File: src/rtl/lcfe_pkg.sv
// ----------------------------------------------------------------------------
// lcfe_pkg
// Shared types and constants for the LRU key store with first-eviction marks.
// ----------------------------------------------------------------------------
package lcfe_pkg;

	localparam int STEP_W = 32;
	localparam int SIZE_W = 5;
	localparam int SIZE_RESET = 16;

	typedef logic [STEP_W-1:0] step_t;
	typedef logic [SIZE_W-1:0] size_cfg_t;

	localparam step_t STEP_MAX = '1;

endpackage

File: src/rtl/lcfe_if.sv
// ----------------------------------------------------------------------------
// lcfe_if
// Valid/ready channels for requests and results of the LRU key store.
// ----------------------------------------------------------------------------
interface lcfe_req_if #(
	parameter int KEY_BITS = 16
);
	logic                valid;
	logic                ready;
	logic [KEY_BITS-1:0] request_key;

	modport source (output valid, output request_key, input ready);
	modport sink (input valid, input request_key, output ready);
endinterface

interface lcfe_res_if
	import lcfe_pkg::*;
#(
	parameter int KEY_BITS = 16
);
	logic                valid;
	logic                ready;
	logic                hit;
	logic                evicted_valid;
	logic [KEY_BITS-1:0] evicted_key;
	logic                first_eviction;
	step_t               step_number;

	modport source (output valid, output hit, output evicted_valid, output evicted_key,
		output first_eviction, output step_number, input ready);
	modport sink (input valid, input hit, input evicted_valid, input evicted_key,
		input first_eviction, input step_number, output ready);
endinterface

File: src/rtl/lcfe_ram.sv
// ----------------------------------------------------------------------------
// lcfe_ram
// Simple dual-port synchronous RAM: one write port, one registered read port.
// ----------------------------------------------------------------------------
module lcfe_ram #(
	parameter int WIDTH = 16,
	parameter int DEPTH = 16,
	localparam int AW = (DEPTH > 1) ? $clog2(DEPTH) : 1
) (
	input  logic             clk,
	input  logic             we,
	input  logic [AW-1:0]    waddr,
	input  logic [WIDTH-1:0] wdata,
	input  logic [AW-1:0]    raddr,
	output logic [WIDTH-1:0] rdata
);

	logic [WIDTH-1:0] mem_q [DEPTH];

	always_ff @(posedge clk) begin
		if (we) begin
			mem_q[waddr] <= wdata;
		end
		rdata <= mem_q[raddr];
	end

endmodule

File: src/rtl/lcfe_engine.sv
// ----------------------------------------------------------------------------
// lcfe_engine
// Sequencer for the recency list: streaming move-to-front over the list RAM,
// first-eviction flag read-modify-write, reload sweep and result register.
// ----------------------------------------------------------------------------
module lcfe_engine
	import lcfe_pkg::*;
#(
	parameter int MAX_ENTRIES = 16,
	parameter int KEY_BITS = 16,
	localparam int IDX_W = (MAX_ENTRIES > 1) ? $clog2(MAX_ENTRIES) : 1,
	localparam int CNT_W = $clog2(MAX_ENTRIES + 1)
) (
	input  logic             clk,
	input  logic             arst_n,
	input  logic             reload,
	input  logic [CNT_W-1:0] size,
	lcfe_req_if.sink         req,
	lcfe_res_if.source       res
);

	typedef enum logic [2:0] {S_CLEAR, S_IDLE, S_SCAN, S_FLAG, S_DONE} state_t;

	localparam logic [IDX_W-1:0] LAST_IDX = IDX_W'(MAX_ENTRIES - 1);

	state_t              state_q;
	logic [IDX_W-1:0]    idx_q;
	logic [KEY_BITS-1:0] key_q;
	logic [KEY_BITS-1:0] carry_q;
	logic [KEY_BITS-1:0] victim_q;
	logic                hit_q;
	logic                first_q;
	step_t               step_q;

	logic                out_valid_q;
	logic                out_hit_q;
	logic                out_evv_q;
	logic [KEY_BITS-1:0] out_evk_q;
	logic                out_first_q;
	step_t               out_step_q;

	logic                list_we;
	logic [IDX_W-1:0]    list_raddr;
	logic [KEY_BITS-1:0] list_wdata;
	logic [KEY_BITS-1:0] list_rdata;
	logic                flag_we;
	logic [IDX_W-1:0]    flag_waddr;
	logic [IDX_W-1:0]    flag_raddr;
	logic                flag_wdata;
	logic                flag_rdata;

	logic [IDX_W-1:0]    last_idx;
	logic                match;
	logic                is_last;
	logic                victim_in;
	logic                first_now;
	logic                out_free;
	logic                out_load;
	logic                accept;

	assign last_idx  = IDX_W'(size - CNT_W'(1));
	assign match     = (list_rdata == key_q);
	assign is_last   = (idx_q == last_idx);
	assign victim_in = (33'(victim_q) >= 33'd1) && (33'(victim_q) <= 33'(size));
	assign first_now = victim_in && !flag_rdata;
	assign out_free  = !out_valid_q || res.ready;
	assign out_load  = !reload && (state_q == S_DONE) && out_free;
	assign accept    = req.valid && req.ready;

	assign req.ready = (state_q == S_IDLE) && !reload;

	// list port: reload sweep writes keys 1..size, scan writes the carried key back
	always_comb begin
		list_we    = 1'b0;
		list_wdata = carry_q;
		case (state_q)
			S_CLEAR: begin
				list_we    = 1'b1;
				list_wdata = (32'(idx_q) < 32'(size)) ? KEY_BITS'(32'(idx_q) + 32'd1) : '0;
			end
			S_SCAN: begin
				list_we = 1'b1;
			end
			default: begin
				list_we = 1'b0;
			end
		endcase
	end

	// read one position ahead of the one whose data returns this cycle
	assign list_raddr = (state_q == S_IDLE) ? '0 : idx_q + IDX_W'(1);

	// flag read is addressed straight from the victim as it leaves the list RAM
	assign flag_raddr = IDX_W'(list_rdata - KEY_BITS'(1));
	assign flag_we    = (state_q == S_CLEAR) || ((state_q == S_FLAG) && first_now);
	assign flag_waddr = (state_q == S_CLEAR) ? idx_q : IDX_W'(victim_q - KEY_BITS'(1));
	assign flag_wdata = (state_q != S_CLEAR);

	lcfe_ram #(
		.WIDTH (KEY_BITS),
		.DEPTH (MAX_ENTRIES)
	) u_list_ram (
		.clk   (clk),
		.we    (list_we),
		.waddr (idx_q),
		.wdata (list_wdata),
		.raddr (list_raddr),
		.rdata (list_rdata)
	);

	lcfe_ram #(
		.WIDTH (1),
		.DEPTH (MAX_ENTRIES)
	) u_flag_ram (
		.clk   (clk),
		.we    (flag_we),
		.waddr (flag_waddr),
		.wdata (flag_wdata),
		.raddr (flag_raddr),
		.rdata (flag_rdata)
	);

	always_ff @(posedge clk or negedge arst_n) begin
		if (!arst_n) begin
			state_q     <= S_CLEAR;
			idx_q       <= '0;
			key_q       <= '0;
			carry_q     <= '0;
			victim_q    <= '0;
			hit_q       <= 1'b0;
			first_q     <= 1'b0;
			step_q      <= '0;
			out_valid_q <= 1'b0;
			out_hit_q   <= 1'b0;
			out_evv_q   <= 1'b0;
			out_evk_q   <= '0;
			out_first_q <= 1'b0;
			out_step_q  <= '0;
		end else begin
			if (out_load) begin
				out_valid_q <= 1'b1;
			end else if (res.ready) begin
				out_valid_q <= 1'b0;
			end
			if (reload) begin
				state_q <= S_CLEAR;
				idx_q   <= '0;
				step_q  <= '0;
			end else begin
				case (state_q)
					S_CLEAR: begin
						if (idx_q == LAST_IDX) begin
							idx_q   <= '0;
							state_q <= S_IDLE;
						end else begin
							idx_q <= idx_q + IDX_W'(1);
						end
					end
					S_IDLE: begin
						if (accept) begin
							key_q    <= req.request_key;
							carry_q  <= req.request_key;
							victim_q <= '0;
							hit_q    <= 1'b0;
							first_q  <= 1'b0;
							idx_q    <= '0;
							if (step_q != STEP_MAX) begin
								step_q <= step_q + step_t'(1);
							end
							state_q <= S_SCAN;
						end
					end
					S_SCAN: begin
						carry_q <= list_rdata;
						if (match) begin
							hit_q   <= 1'b1;
							state_q <= S_DONE;
						end else if (is_last) begin
							victim_q <= list_rdata;
							state_q  <= S_FLAG;
						end else begin
							idx_q <= idx_q + IDX_W'(1);
						end
					end
					S_FLAG: begin
						first_q <= first_now;
						state_q <= S_DONE;
					end
					S_DONE: begin
						if (out_free) begin
							out_hit_q   <= hit_q;
							out_evv_q   <= !hit_q;
							out_evk_q   <= victim_q;
							out_first_q <= first_q;
							out_step_q  <= step_q;
							state_q     <= S_IDLE;
						end
					end
					default: begin
						state_q <= S_IDLE;
					end
				endcase
			end
		end
	end

	assign res.valid          = out_valid_q;
	assign res.hit            = out_hit_q;
	assign res.evicted_valid  = out_evv_q;
	assign res.evicted_key    = out_evk_q;
	assign res.first_eviction = out_first_q;
	assign res.step_number    = out_step_q;

endmodule

File: src/rtl/lru_cache_first_eviction.sv
// ----------------------------------------------------------------------------
// lru_cache_first_eviction
// Fully associative LRU key store with move-to-front replacement and
// first-eviction tracking of the keys loaded at reload.
// ----------------------------------------------------------------------------
// Keys are held in recency order in a list RAM, front at address 0. A request
// walks the list one position per cycle, shifting each key back by one until
// the requested key is found (hit at position p) or the last in-use entry is
// reached (miss). A miss also does a read-modify-write of the first-eviction
// flag RAM. After reset and after every write to the size register the block
// sweeps all MAX_ENTRIES entries of both RAMs, reloading keys 1..size and
// clearing the flags and step count; no request is taken during the sweep. A
// result waits in an output register while the next request is taken.
module lru_cache_first_eviction
	import lcfe_pkg::*;
#(
	parameter int MAX_ENTRIES = 16,
	parameter int KEY_BITS = 16
) (
	input  logic       clk,
	input  logic       arst_n,
	input  logic       cfg_we,
	input  size_cfg_t  cfg_wdata,
	lcfe_req_if.sink   req,
	lcfe_res_if.source res
);

	localparam int CNT_W = $clog2(MAX_ENTRIES + 1);
	localparam logic [CNT_W-1:0] RESET_SIZE =
		CNT_W'((SIZE_RESET > MAX_ENTRIES) ? MAX_ENTRIES : SIZE_RESET);

	logic [CNT_W-1:0] size_q;
	logic             reload_q;
	logic [CNT_W-1:0] size_clamped;

	// zero reads as one, anything above the store depth saturates
	always_comb begin
		if (cfg_wdata == '0) begin
			size_clamped = CNT_W'(1);
		end else if (32'(cfg_wdata) > 32'(MAX_ENTRIES)) begin
			size_clamped = CNT_W'(MAX_ENTRIES);
		end else begin
			size_clamped = CNT_W'(cfg_wdata);
		end
	end

	always_ff @(posedge clk or negedge arst_n) begin
		if (!arst_n) begin
			size_q   <= RESET_SIZE;
			reload_q <= 1'b0;
		end else begin
			reload_q <= cfg_we;
			if (cfg_we) begin
				size_q <= size_clamped;
			end
		end
	end

	lcfe_engine #(
		.MAX_ENTRIES (MAX_ENTRIES),
		.KEY_BITS    (KEY_BITS)
	) u_engine (
		.clk    (clk),
		.arst_n (arst_n),
		.reload (reload_q),
		.size   (size_q),
		.req    (req),
		.res    (res)
	);

endmodule

File: src/flat_wrapper.sv
// flat-port wrapper written by rule: the top's interface ports become plain ports
module lru_cache_first_eviction_flat import lcfe_pkg::*;
#(
	parameter int MAX_ENTRIES = 16,
	parameter int KEY_BITS = 16
)
  (clk, arst_n, cfg_we, cfg_wdata, req_valid, req_request_key, req_ready, res_valid, res_hit, res_evicted_valid, res_evicted_key, res_first_eviction, res_step_number, res_ready);
  lcfe_req_if #(.KEY_BITS(KEY_BITS)) req_i ();
  lcfe_res_if #(.KEY_BITS(KEY_BITS)) res_i ();
  input  logic clk;
  input  logic arst_n;
  input  logic cfg_we;
  input  size_cfg_t cfg_wdata;
  input wire logic [$bits(req_i.valid)-1:0] req_valid;
  input wire logic [$bits(req_i.request_key)-1:0] req_request_key;
  output wire logic [$bits(req_i.ready)-1:0] req_ready;
  output wire logic [$bits(res_i.valid)-1:0] res_valid;
  output wire logic [$bits(res_i.hit)-1:0] res_hit;
  output wire logic [$bits(res_i.evicted_valid)-1:0] res_evicted_valid;
  output wire logic [$bits(res_i.evicted_key)-1:0] res_evicted_key;
  output wire logic [$bits(res_i.first_eviction)-1:0] res_first_eviction;
  output wire logic [$bits(res_i.step_number)-1:0] res_step_number;
  input wire logic [$bits(res_i.ready)-1:0] res_ready;
  assign req_i.valid = req_valid;
  assign req_i.request_key = req_request_key;
  assign req_ready = req_i.ready;
  assign res_valid = res_i.valid;
  assign res_hit = res_i.hit;
  assign res_evicted_valid = res_i.evicted_valid;
  assign res_evicted_key = res_i.evicted_key;
  assign res_first_eviction = res_i.first_eviction;
  assign res_step_number = res_i.step_number;
  assign res_i.ready = res_ready;
  lru_cache_first_eviction #(.MAX_ENTRIES(MAX_ENTRIES), .KEY_BITS(KEY_BITS)) u_core (.clk(clk), .arst_n(arst_n), .cfg_we(cfg_we), .cfg_wdata(cfg_wdata), .req(req_i), .res(res_i));
endmodule
File: config.mk
export PLATFORM = sky130hd
export DESIGN_NAME = lru_cache_first_eviction_flat
export DESIGN_NICKNAME = d
export VERILOG_FILES = /design/src/rtl/lcfe_pkg.sv /design/src/rtl/lcfe_if.sv /design/src/rtl/lcfe_ram.sv /design/src/rtl/lcfe_engine.sv /design/src/rtl/lru_cache_first_eviction.sv /design/src/flat_wrapper.sv
export SDC_FILE = /design/constraint.sdc
export NUM_CORES = 1
export LEC_CHECK = 0
export BUFFER_PORTS_ARGS = -buffer_cell sky130_fd_sc_hd__buf_2
export CAP_MARGIN = 30
export CORE_AREA = 4 4 218 220
export DETAILED_ROUTE_END_ITERATION = 12
export DIE_AREA = 0 0 222 224
export PLACE_DENSITY_LB_ADDON = 0.15
export SLEW_MARGIN = 5
export SYNTH_ARGS = -nofsm -noshare
export SYNTH_HDL_FRONTEND = slang
export SYNTH_SLANG_ARGS = --single-unit
File: constraint.sdc
create_clock -name clk -period 8.3 [get_ports clk]
set_input_delay 0 -clock clk [delete_from_list [all_inputs] [get_ports clk]]
set_output_delay 0 -clock clk [all_outputs]
set_load 0.05 [all_outputs]
==> summary.md, run 1 <==
| Metric | Value |
|---|---|
| CTS tree | `yes` |
| Vias per cell | `around 5.4` |
| R2r setup slk | `4220 ps` |
| Die Width | `between 200 and 250 µm` |
| Buf+Inv Stages, Crit Path | `5` |
| Main synth FF type | `edfxtp_1` |
| Min-Delay Path Class | `in -> async` |
| Fmax | `roughly 240 MHz` |
| Row Count | `slightly below 80` |
| Total number of vias | `11360` |
| Yosys warnings | `0` |
| Placement Cell Area | `slightly below 20000 µm²` |
| Share of cells above drive strength 1 | `between 10% and 20%` |
| Core region area | `roughly 45000 µm²` |
| DR DRC count | `0` |
| Max Cap Viol | `0` |
| Net switching power figure | `about 1.2 mW` |
| Fillers | `4071` |
| Final-report hold violation count | `0` |
| Final Power | `between 4 and 5 mW` |
| Critical Path Fanout Max | `53` |
| Final setup fails | `0` |
| Gate power share | `8.9%` |
| Worst Path Arrival | `about 4500 ps` |
| Antenna violations before repair | `0` |
| CP Data Required Time | `roughly 8700 ps` |
| #FFs+latches synth | `436` |
| Crit path time final | `between 4000 and 5000 ps` |
| Leak | `between 8 and 9 nW` |
| Drt first pass iters | `7` |
| Worst path top cell family by delay | `buffers and inverters` |
| Worst slack, placed | `~4100 ps` |
| Post-Layout Cell Count | `between 2000 and 2500` |
| Avg Synthesized Cell Area | `approximately 13 µm²` |
| Synth Net Count | `1395` |
| RSZ-0062 raised after global routing | `no` |
| Reg-to-reg startpoint | `u_core.u_engine.idx_q[0]$_DFFE_PN0P_` |
| Final worst setup slack | `~4200 ps` |
| Initial DRC count | `between 900 and 1000` |
| Cts repair resizes | `0` |
| Clock Skew | `49.68 ps` |
| Nets | `about 1500` |
| Num CTS Buffers | `46` |
| Seq pwr share | `between 50 and 60%` |
| CP Launch Type | `register` |
| CTS Sinks | `436` |
| Status | `completed` |
| Clk buf depth | `3` |
| CP max-delay cell | `buf_4` |
| Routed Antenna Nets | `0` |
| Peak VDD IR | `between 150 and 200 µV` |
| Dpl hpwl | `approximately 29 mm` |
| Hold slack final | `around 15 ps` |
| DIE AREA | `49730 µm²` |
| Most frequent CP cell | `buf_4` |
| RR Endpoint | `u_core.u_engine.u_list_ram.rdata[12]$_DFF_P_` |
| Initial core utilization | `39.88%` |
| Worst path cell trace | `buf_4, inv_2, ha_1, buf_4, inv_1, nor2_1, buf_6, mux4_2, a221oi_1, a21oi_1` |
| Max-slew violation count | `0` |
| Synth cell types | `68` |
| Cell Pwr Density | `233.9 nW/µm²` |
| Vias in the first global route | `roughly 11000` |
| Clk pin slew, worst setup/hold paths | `60 ps` |
| Tot GR Track Use | `around 18%` |
| Inst Count DP | `1998` |
| First-pass GRT wire length | `70.28 mm` |
| Pin count of the biggest net entering global routing | `between 70 and 80` |
| GRT overflow | `0` |
| Slew margin rel. | `31.44%` |
| I/O Pins | `between 70 and 80` |
| Drt wl/cell | `roughly 22 µm` |
| Post-Route WL | `45.36 mm` |
| Core Util, Final | `between 40% and 50%` |
| Final instance area | `approximately 21000 µm²` |
| Ant diodes | `0` |
| Crit path capture type | `register` |
| H-Tree Depth | `2` |
| Final worst path period share | `between 40% and 50%` |
| Clk Latency, worst-skew pair | `around 600 ps` |
| Area of the mapped netlist | `18060 µm²` |
| Internal Power | `3.714 mW` |
| CTS root buf | `clkbuf_16` |
| Post-synthesis sequential area ratio | `around two thirds` |
| Area delta synth->final | `16.15%` |
| Buffer count from post-CTS setup fixing | `0` |
| Die Span Y | `224 µm` |
| Port buffer count | `approximately 80` |
| Crit path depth | `10` |
| Total Neg Setup Slack | `0 ps` |
| Clock power share | `40.4%` |
| Cells after Synth | `1351` |
| Number of synthesized flops with an enable pin | `between 200 and 300` |
| GPL Wtd Cong | `0.7987` |
| Sw frac | `~24%` |
| Slowest stage delay, CP | `640 ps` |
| Slew @ Worst Pin | `1027 ps` |
| Critical path type | `reg -> reg` |
| Asr flop ratio synth | `around a third` |
| Reg2Reg Depth | `10` |
==> cells in the final DEF, fill, tap and decap left out, types with 16 or more instances in the layout <==
cell type        n
nand3_1         34
o21ai_0         53
nor2_1         111
a22o_1          16
dlygate4sd3_1   25
a21oi_1         41
or3_1           23
ha_1            18
dfrtp_1        144
mux4_2          37
buf_4           37
nor3_1          33
a31oi_1         34
mux2_2          44
inv_1           17
clkbuf_16       46
edfxtp_1       272
nand2_1        189
nand4_1         19
o22ai_1         18
xnor2_1         30
dfxtp_1         17
buf_2           78
==> how the worst max path moves through the flow <==
stage	slack, ps	endpoint	startpoint
floorplan	5570	u_core.u_engine.u_list_ram.rdata[10]$_DFF_P_	u_core.u_engine.idx_q[0]$_DFFE_PN0P_
global placement	3940	u_core.u_engine.u_list_ram.rdata[14]$_DFF_P_	u_core.u_engine.idx_q[0]$_DFFE_PN0P_
detailed placement	4130	u_core.u_engine.u_list_ram.rdata[12]$_DFF_P_	u_core.u_engine.idx_q[0]$_DFFE_PN0P_
CTS	4140	u_core.u_engine.u_list_ram.rdata[12]$_DFF_P_	u_core.u_engine.idx_q[0]$_DFFE_PN0P_
global route	3870	u_core.u_engine.u_list_ram.rdata[12]$_DFF_P_	u_core.u_engine.idx_q[0]$_DFFE_PN0P_
finish	4220	u_core.u_engine.u_list_ram.rdata[12]$_DFF_P_	u_core.u_engine.idx_q[0]$_DFFE_PN0P_
==> worst reg2reg max path, cell delays in order, from the launching register on <==
cell and delay, ps:
dfrtp_2 340, buf_4 640, inv_2 530, ha_1 450, buf_4 300, inv_1 280
nor2_1 590, buf_6 230, mux4_2 290, a221oi_1 250, a21oi_1 80
==> metal layers <==
| metal | track usage [%] | vias to the layer above | wire, µm |
|---|---|---|---|
| met5 | 0 | - | 0 |
| met3 | 3.617 | 60 | 2757 |
| li1 | - | 5240 | - |
| met4 | 4.282 | 0 | 882 |
| met2 | 28.32 | 315 | 20720 |
| met1 | 26.59 | 5747 | 21000 |
==> cell usage after synthesis (18+ instances only) <==
master    count  share of area [%]
edfxtp_1    272                 45
nand2_1     190                3.9
dfrtp_1     146                 20
nor2_1      112                2.3
o21ai_0      53                1.5
clkbuf_1     50                1.0
mux2_2       44                2.7
a21oi_1      41                1.1
mux4_2       37                4.6
a31oi_1      34                1.2
nand3_1      34               0.94
nor3_1       34               0.94
xnor2_1      30                1.5
or3_1        23               0.80
nand4_1      19               0.66
ha_1         18                1.2
o22ai_1      18               0.62
==> power by group through the flow <==
stage | combinational [mW] | clock (mW) | sequential [mW]
2_1_floorplan | 0.296 | 0 | 2.47
5_1_grt | 0.482 | 2.14 | 2.49
3_3_place_gp | 0.419 | 0 | 2.53
4_1_cts | 0.441 | 2.04 | 2.49
3_5_place_dp | 0.430 | 0 | 2.53
6_report | 0.436 | 1.98 | 2.49
==> layout make-up <==
type | count | area (µm²) | area share [%]
Tap cell | 600 | 750.7 | 3.579
Clock inverter | 17 | 183.9 | 0.8768
Inverter | 18 | 67.56 | 0.3221
Clock buffer | 63 | 1275 | 6.078
Timing Repair Buffer | 143 | 968.4 | 4.616
Sequential cell | 436 | 12190 | 58.11
Multi-Input combinational cell | 826 | 5542 | 26.42
==> what timing repair did <==
item	in CTS	in global routing
endpoints found under the setup margin	0	0
hold buffers	25	0
endpoints found under the hold margin	114	0
==> state kept, by name, summed over array words and instances, names as in the netlist, 3 cells and up <==
register and cells:
u_core.u_engine.state_q 3, u_core.u_engine.carry_q 16, u_core.u_engine.res.step_number 32, u_core.u_engine.u_list_ram.mem_q 256, u_core.u_engine.victim_q 16, u_core.u_engine.step_q 32, u_core.u_engine.key_q 16, u_core.size_q 5
u_core.u_engine.res.evicted_key 16, u_core.u_engine.u_flag_ram.mem_q 16, u_core.u_engine.u_list_ram.rdata 16, u_core.u_engine.idx_q 4
==> cell families after synthesis <==
family	count (synthesis)	share of synthesized area (%)
simple gates	468	11.97
buf+inv	89	2.044
mux	92	7.967
xor+xnor	44	2.217
flops	436	67.48
fa+ha+maj	18	1.247
compound gates	204	7.073
Power figures use the tool's default switching activity.
==> run 2, diff against run 1 <==
==> constraint.sdc (replaced) <==
create_clock -name clk -period 3.5 [get_ports clk]
set_input_delay 0 -clock clk [delete_from_list [all_inputs] [get_ports clk]]
set_output_delay 0 -clock clk [all_outputs]
set_load 0.05 [all_outputs]
==> run 2 against run 1 <==
Effect of this change: cell area increased by 1.5%; sequential share of layout area decreased by 0.84 points; via count increased by 0.14%.
==> summary.md, run 2 (synthesis results as in run 1) <==
| Metric | Value |
|---|---|
| Dpl hpwl | `30.32 mm` |
| DIE AREA | `~50000 µm²` |
| Net switching power figure | `between 2 and 3 mW` |
| Tot GR Track Use | `a little under a fifth` |
| Sw frac | `roughly a quarter` |
| Die Span Y | `224 µm` |
| Status | `completed` |
| Vias in the first global route | `approximately 11000` |
| Slew @ Worst Pin | `~960 ps` |
| Final setup fails | `0` |
| Clock power share | `41.9%` |
| Drt first pass iters | `5` |
| Total Neg Setup Slack | `0 ps` |
| CTS Sinks | `about 440` |
| Share of cells above drive strength 1 | `20.41%` |
| Initial DRC count | `between 1000 and 1500` |
| Total number of vias | `11380` |
| CTS root buf | `clkbuf_16` |
| Inst Count DP | `2010` |
| I/O Pins | `around 80` |
| RSZ-0062 raised after global routing | `no` |
| Fmax | `~320 MHz` |
| Cell Pwr Density | `between 500 and 600 nW/µm²` |
| Ant diodes | `0` |
| Num CTS Buffers | `47` |
| Post-Layout Cell Count | `around 2100` |
| Min-Delay Startpoint | `req_request_key[8]` |
| Crit path capture type | `register` |
| H-Tree Depth | `2` |
| Routed Antenna Nets | `0` |
| First-pass GRT wire length | `around 70 mm` |
| Critical Path Fanout Max | `23` |
| Leading cell type in the layout, fill and taps excluded | `edfxtp_1` |
| DR DRC count | `0` |
| Port buffer count | `~80` |
| Crit path time final | `3157 ps` |
| Max-slew violation count | `0` |
| Antenna violations before repair | `0` |
| Internal Power | `9.069 mW` |
| Max Cap Viol | `0` |
| CP Data Required Time | `3970 ps` |
| RR Endpoint | `u_core.u_engine.u_list_ram.rdata[14]$_DFF_P_` |
| Seq pwr share | `between 40% and 50%` |
| Largest Register | `u_core.u_engine.u_list_ram.mem_q` |
| Critical path type | `reg -> reg` |
| Pin count of the biggest net entering global routing | `60` |
| GR peak layer | `met2` |
| Clock Skew | `33.65 ps` |
| Peak VDD IR | `~300 µV` |
| Min-Delay Path Class | `in -> reg` |
| Initial core utilization | `39.88%` |
| Hold Path Stages | `4` |
| GRT met3 Usage | `3.119%` |
| CTS tree | `yes` |
| Met1 Usage GRT | `between 20% and 30%` |
| Clk buf depth | `3` |
| R2r setup slk | `340 ps` |
| Core region area | `about 45000 µm²` |
| Core Util, Final | `between 40% and 50%` |
| GR met2 Demand/Resource | `29.08%` |
| Row Count | `about 80` |
| Number of flip-flops under the largest register name | `256` |
| Commonest cells after routing, fill and taps aside | `edfxtp_1, nand2_1, dfrtp_1, nor2_1, buf_2` |
| GRT overflow | `0` |
| Clk Latency, worst-skew pair | `600 ps` |
| Post-Route WL | `46.59 mm` |
| Gate power share | `9.1%` |
| CP Launch Type | `register` |
| Nets | `~1500` |
| Reg-to-reg startpoint | `u_core.u_engine.idx_q[1]$_DFFE_PN0P_` |
| Area delta synth->final | `17.85%` |
| Clk pin slew, worst setup/hold paths | `~60 ps` |
| Vias per cell | `between 5 and 6` |
| Fillers | `between 4000 and 5000` |
| Final worst path period share | `between 90% and 100%` |
| GPL Wtd Cong | `around 0.78` |
| Worst Path Arrival | `3630 ps` |
| Final-report hold violation count | `0` |
| Reg2Reg Depth | `6` |
| Drt wl/cell | `between 20 and 25 µm` |
| Leak | `approximately 8 nW` |
| Slew margin rel. | `around 36%` |
| Die Width | `about 220 µm` |
| Hold Path End | `u_core.u_engine.key_q[8]$_DFFE_PN0P_` |
==> run 2: routing by layer <==
metal	vias to the layer above	routed length, µm	part of all wire (%)
li1	5262	-	-
met1	5764	22020	47
met2	290	21040	45
met3	62	2709	5.8
met4	0	828	1.8
met5	-	0	0
==> run 2: how the worst max path moves through the flow <==
stage                                                    start                                      endpoint  cells past startpoint
after floorplan           u_core.u_engine.idx_q[0]$_DFFE_PN0P_  u_core.u_engine.u_list_ram.rdata[10]$_DFF_P_                     11
after global placement    u_core.u_engine.idx_q[1]$_DFFE_PN0P_  u_core.u_engine.u_list_ram.rdata[14]$_DFF_P_                      6
after detailed placement  u_core.u_engine.idx_q[1]$_DFFE_PN0P_  u_core.u_engine.u_list_ram.rdata[14]$_DFF_P_                      6
after CTS                 u_core.u_engine.idx_q[1]$_DFFE_PN0P_  u_core.u_engine.u_list_ram.rdata[14]$_DFF_P_                      6
after global routing      u_core.u_engine.idx_q[1]$_DFFE_PN0P_  u_core.u_engine.u_list_ram.rdata[14]$_DFF_P_                      6
final                     u_core.u_engine.idx_q[1]$_DFFE_PN0P_  u_core.u_engine.u_list_ram.rdata[14]$_DFF_P_                      6
==> run 2: power groups by stage <==
stage	registers, mW	clock network [mW]	logic (mW)
floorplan	5.86	0	0.701
detailed placement	5.99	0	1.07
global placement	5.99	0	1.06
finish	5.89	5.03	1.10
global route	5.91	5.37	1.21
CTS	5.89	5.15	1.11
==> run 2: stage by stage <==
step	setup slack, ps	power, mW	area (µm²)	hold WS (ps)
2_1_floorplan	765.5	6.563	18060	-295.6
3_3_place_gp	414.5	7.056	19390	8.562
3_5_place_dp	400.4	7.063	19400	9.839
4_1_cts	356.3	12.15	21280	131.0
5_1_grt	222.9	12.49	21280	164.7
6_report	342.6	12.02	21280	159.5
==> run 2: area by class of cell <==
cell class,instances,area [µm²],share of cell area (%)
clock inverters,23,286.5,1.346
flip-flops and latches,436,12190,57.27
repair buffers,157,1137,5.344
clock buffers,64,1310,6.155
inverters,18,67.56,0.3174
multi-input cells,826,5542,26.04
well taps,600,750.7,3.527
==> run 2: repair_timing <==
action / in CTS / in global routing
setup buffers: 0 / 0
resized for setup: 0 / 0
hold buffers: 27 / 0
hold endpoints to repair: 188 / 0
==> run 2: critical path, stage by stage (launching register included) <==
cell     delay (ps)
dfrtp_1         510
ha_1            390
xor2_4          780
buf_4           430
mux4_2          340
o21ai_0         460
a21oi_1         130
==> run 3, diff against run 2 <==
--- a/config.mk
+++ b/config.mk
@@ -5,12 +5,13 @@
 export SDC_FILE = /design/constraint.sdc
 export NUM_CORES = 1
 export LEC_CHECK = 0
-export BUFFER_PORTS_ARGS = -buffer_cell sky130_fd_sc_hd__buf_2
 export CAP_MARGIN = 30
 export CORE_AREA = 4 4 218 220
 export DETAILED_ROUTE_END_ITERATION = 12
 export DIE_AREA = 0 0 222 224
+export DONT_BUFFER_PORTS = 1
 export PLACE_DENSITY_LB_ADDON = 0.15
+export RECOVER_POWER = 100
 export SLEW_MARGIN = 5
 export SYNTH_ARGS = -nofsm -noshare
 export SYNTH_HDL_FRONTEND = slang
==> run 3 against run 2 <==
Effect of this change: the flow now finishes with violations (max-capacitance violations, max-slew violations); worst hold slack worse by 53 ps; worst setup slack better by 60 ps; clock-buffer cell count increased by 7; critical endpoint is now u_core.u_engine.u_list_ram.rdata[4]$_DFF_P_; largest cell class unchanged.
==> summary.md, run 3 (synthesis results as in run 1) <==
| Metric | Value |
|---|---|
| Status | `finished with violations` |
| Failing checks | `max-capacitance violations, max-slew violations` |
| Peak VDD IR | `roughly 370 µV` |
| Area delta synth->final | `14.46%` |
| Die Span Y | `between 200 and 250 µm` |
| Final setup fails | `0` |
| Drt first pass iters | `5` |
| Dpl hpwl | `between 20 and 30 mm` |
| Nets | `about 1500` |
| CTS root buf | `clkbuf_16` |
| Number of flip-flops under the largest register name | `256` |
| Slew margin rel. | `-34.89%` |
| CP Data Required Time | `roughly 4000 ps` |
| Critical Path Fanout Max | `35` |
| Crit path capture type | `register` |
| RSZ-0062 raised after global routing | `no` |
| Vias per cell | `5.460` |
| Fillers | `4093` |
| Die Width | `around 220 µm` |
| GPL Wtd Cong | `0.7741` |
| Slew @ Worst Pin | `between 2000 and 2500 ps` |
| Clk buf depth | `3` |
| GRT overflow | `0` |
| Initial core utilization | `39.88%` |
| Met3 routed wirelength | `approximately 2.7 mm` |
| Area of the multi-input gates | `between 5000 and 6000 µm²` |
| Min-Delay Path Class | `in -> reg` |
| Clock Skew | `35.23 ps` |
| Clk pin slew, worst setup/hold paths | `60 ps` |
| Routed Antenna Nets | `0` |
| Leak | `roughly 7.7 nW` |
| CTS Sinks | `between 400 and 500` |
| Row Count | `around 80` |
| R2r setup slk | `between 400 and 500 ps` |
| Post-Route WL | `44.86 mm` |
| Final-report hold violation count | `0` |
| Final worst path period share | `88.51%` |
| Max-slew violation count | `around 150` |
| Routed metal-1 wirelength | `roughly 21 mm` |
| First-pass GRT wire length | `roughly 69 mm` |
| Leading cell type in the layout, fill and taps excluded | `edfxtp_1` |
| Uppermost routed layer | `met4` |
| Buffer count from post-CTS setup fixing | `0` |
| Total Neg Setup Slack | `0 ps` |
| CTS tree | `yes` |
| Reg2Reg Depth | `7` |
| Sequential Area | `12190 µm²` |
| Cell Pwr Density | `about 570 nW/µm²` |
| Crit path time final | `between 3000 and 4000 ps` |
| Antenna violations before repair | `0` |
| Max Cap Viol | `1` |
| I/O Pins | `79` |
| Worst Path Arrival | `3560 ps` |
| Hold Path Stages | `3` |
| Vias in the first global route | `about 11000` |
| Share of cells above drive strength 1 | `roughly an eighth` |
| Largest Register | `u_core.u_engine.u_list_ram.mem_q` |
| H-Tree Depth | `2` |
| Total number of vias | `approximately 11000` |
| Port buffer count | `0` |
| Core Util, Final | `around 46%` |
| Fmax | `around 320 MHz` |
| Critical path type | `reg -> reg` |
| Num CTS Buffers | `49` |
| Drt wl/cell | `between 20 and 25 µm` |
| Clk Latency, worst-skew pair | `590 ps` |
| Tot GR Track Use | `between 10% and 20%` |
| DIE AREA | `between 40000 and 50000 µm²` |
| CP Launch Type | `register` |
| Commonest cells after routing, fill and taps aside | `edfxtp_1, nand2_1, dfrtp_1, nor2_1, o21ai_0` |
| Metal2 WL | `20.26 mm` |
| DR DRC count | `0` |
| Core region area | `45280 µm²` |
| Pin count of the biggest net entering global routing | `between 100 and 150` |
| Ant diodes | `0` |
| Initial DRC count | `approximately 900` |
| Hold slack final | `approximately 110 ps` |
run 3: cell types whose count changed in the layout (fill, tap and decap cells not counted), moves of 2 or more:
cell / previous run / this run
buf_2: 77 / 0
buf_4: 47 / 18
clkbuf_1: 10 / 38
and2_0: 0 / 11
and2_1: 14 / 3
clkinv_2: 13 / 3
clkinv_1: 0 / 9
clkbuf_2: 0 / 7
bufinv_16: 4 / 0
clkbuf_16: 47 / 50
buf_12: 5 / 3
run 3: worst paths after layout:
path	startpoint	end
min reg2reg	u_core.u_engine.key_q[2]$_DFFE_PN0P_	u_core.u_engine.key_q[2]$_DFFE_PN0P_
max in group asynchronous	arst_n	u_core.reload_q$_DFF_PN0_
max reg2reg	u_core.u_engine.idx_q[0]$_DFFE_PN0P_	u_core.u_engine.u_list_ram.rdata[4]$_DFF_P_
min in group asynchronous	arst_n	u_core.u_engine.step_q[14]$_DFFE_PN0P_
max	u_core.u_engine.idx_q[0]$_DFFE_PN0P_	u_core.u_engine.u_list_ram.rdata[4]$_DFF_P_
min	req_request_key[8]	u_core.u_engine.key_q[8]$_DFFE_PN0P_
run 3: timing repair:
item,4_1_cts,5_1_grt
hold endpoints to repair,198,0
hold buffers,27,0
gates resized for setup,0,0
run 3: cell type report:
type	instances	share of cell area (%)
clock inverters	20	0.7505
inverters	18	0.3268
well taps	600	3.632
repair buffers	79	2.845
flip-flops and latches	436	58.96
multi-input cells	826	26.71
clock buffers	71	6.773
run 3: worst max-delay path, cell delays in order (launching register included):
cell and delay, ps:
dfrtp_1 470, inv_2 140, clkbuf_2 650, nand2_2 390
buf_4 310, mux4_2 410, o21ai_0 450, a21oi_1 140
run 3: layer usage:
layer  up-vias  track usage (%)
li1       5139                -
met1      5685            26.03
met2       307            27.39
met3        63            3.918
met4         0            3.822
met5         -                0
run 3: report_power, final:
| part | internal (mW) | switching, mW | total, mW |
|---|---|---|---|
| clock | 2.80 | 2.08 | 4.88 |
| sequential | 5.68 | 0.207 | 5.88 |
| combinational | 0.426 | 0.626 | 1.05 |
| total | 8.90 | 2.91 | 11.8 |
run 3: through the flow:
stage | setup WS [ps] | cell area (µm²) | total power, mW | cells
floorplan | 765.5 | 18060 | 6.563 | 1351
global placement | 627.9 | 18980 | 6.980 | 1932
detailed placement | 630.5 | 18980 | 6.988 | 1932
CTS | 626.7 | 20820 | 11.98 | 2050
global route | 292.3 | 20670 | 12.31 | 2050
finish | 402.2 | 20670 | 11.82 | 2050
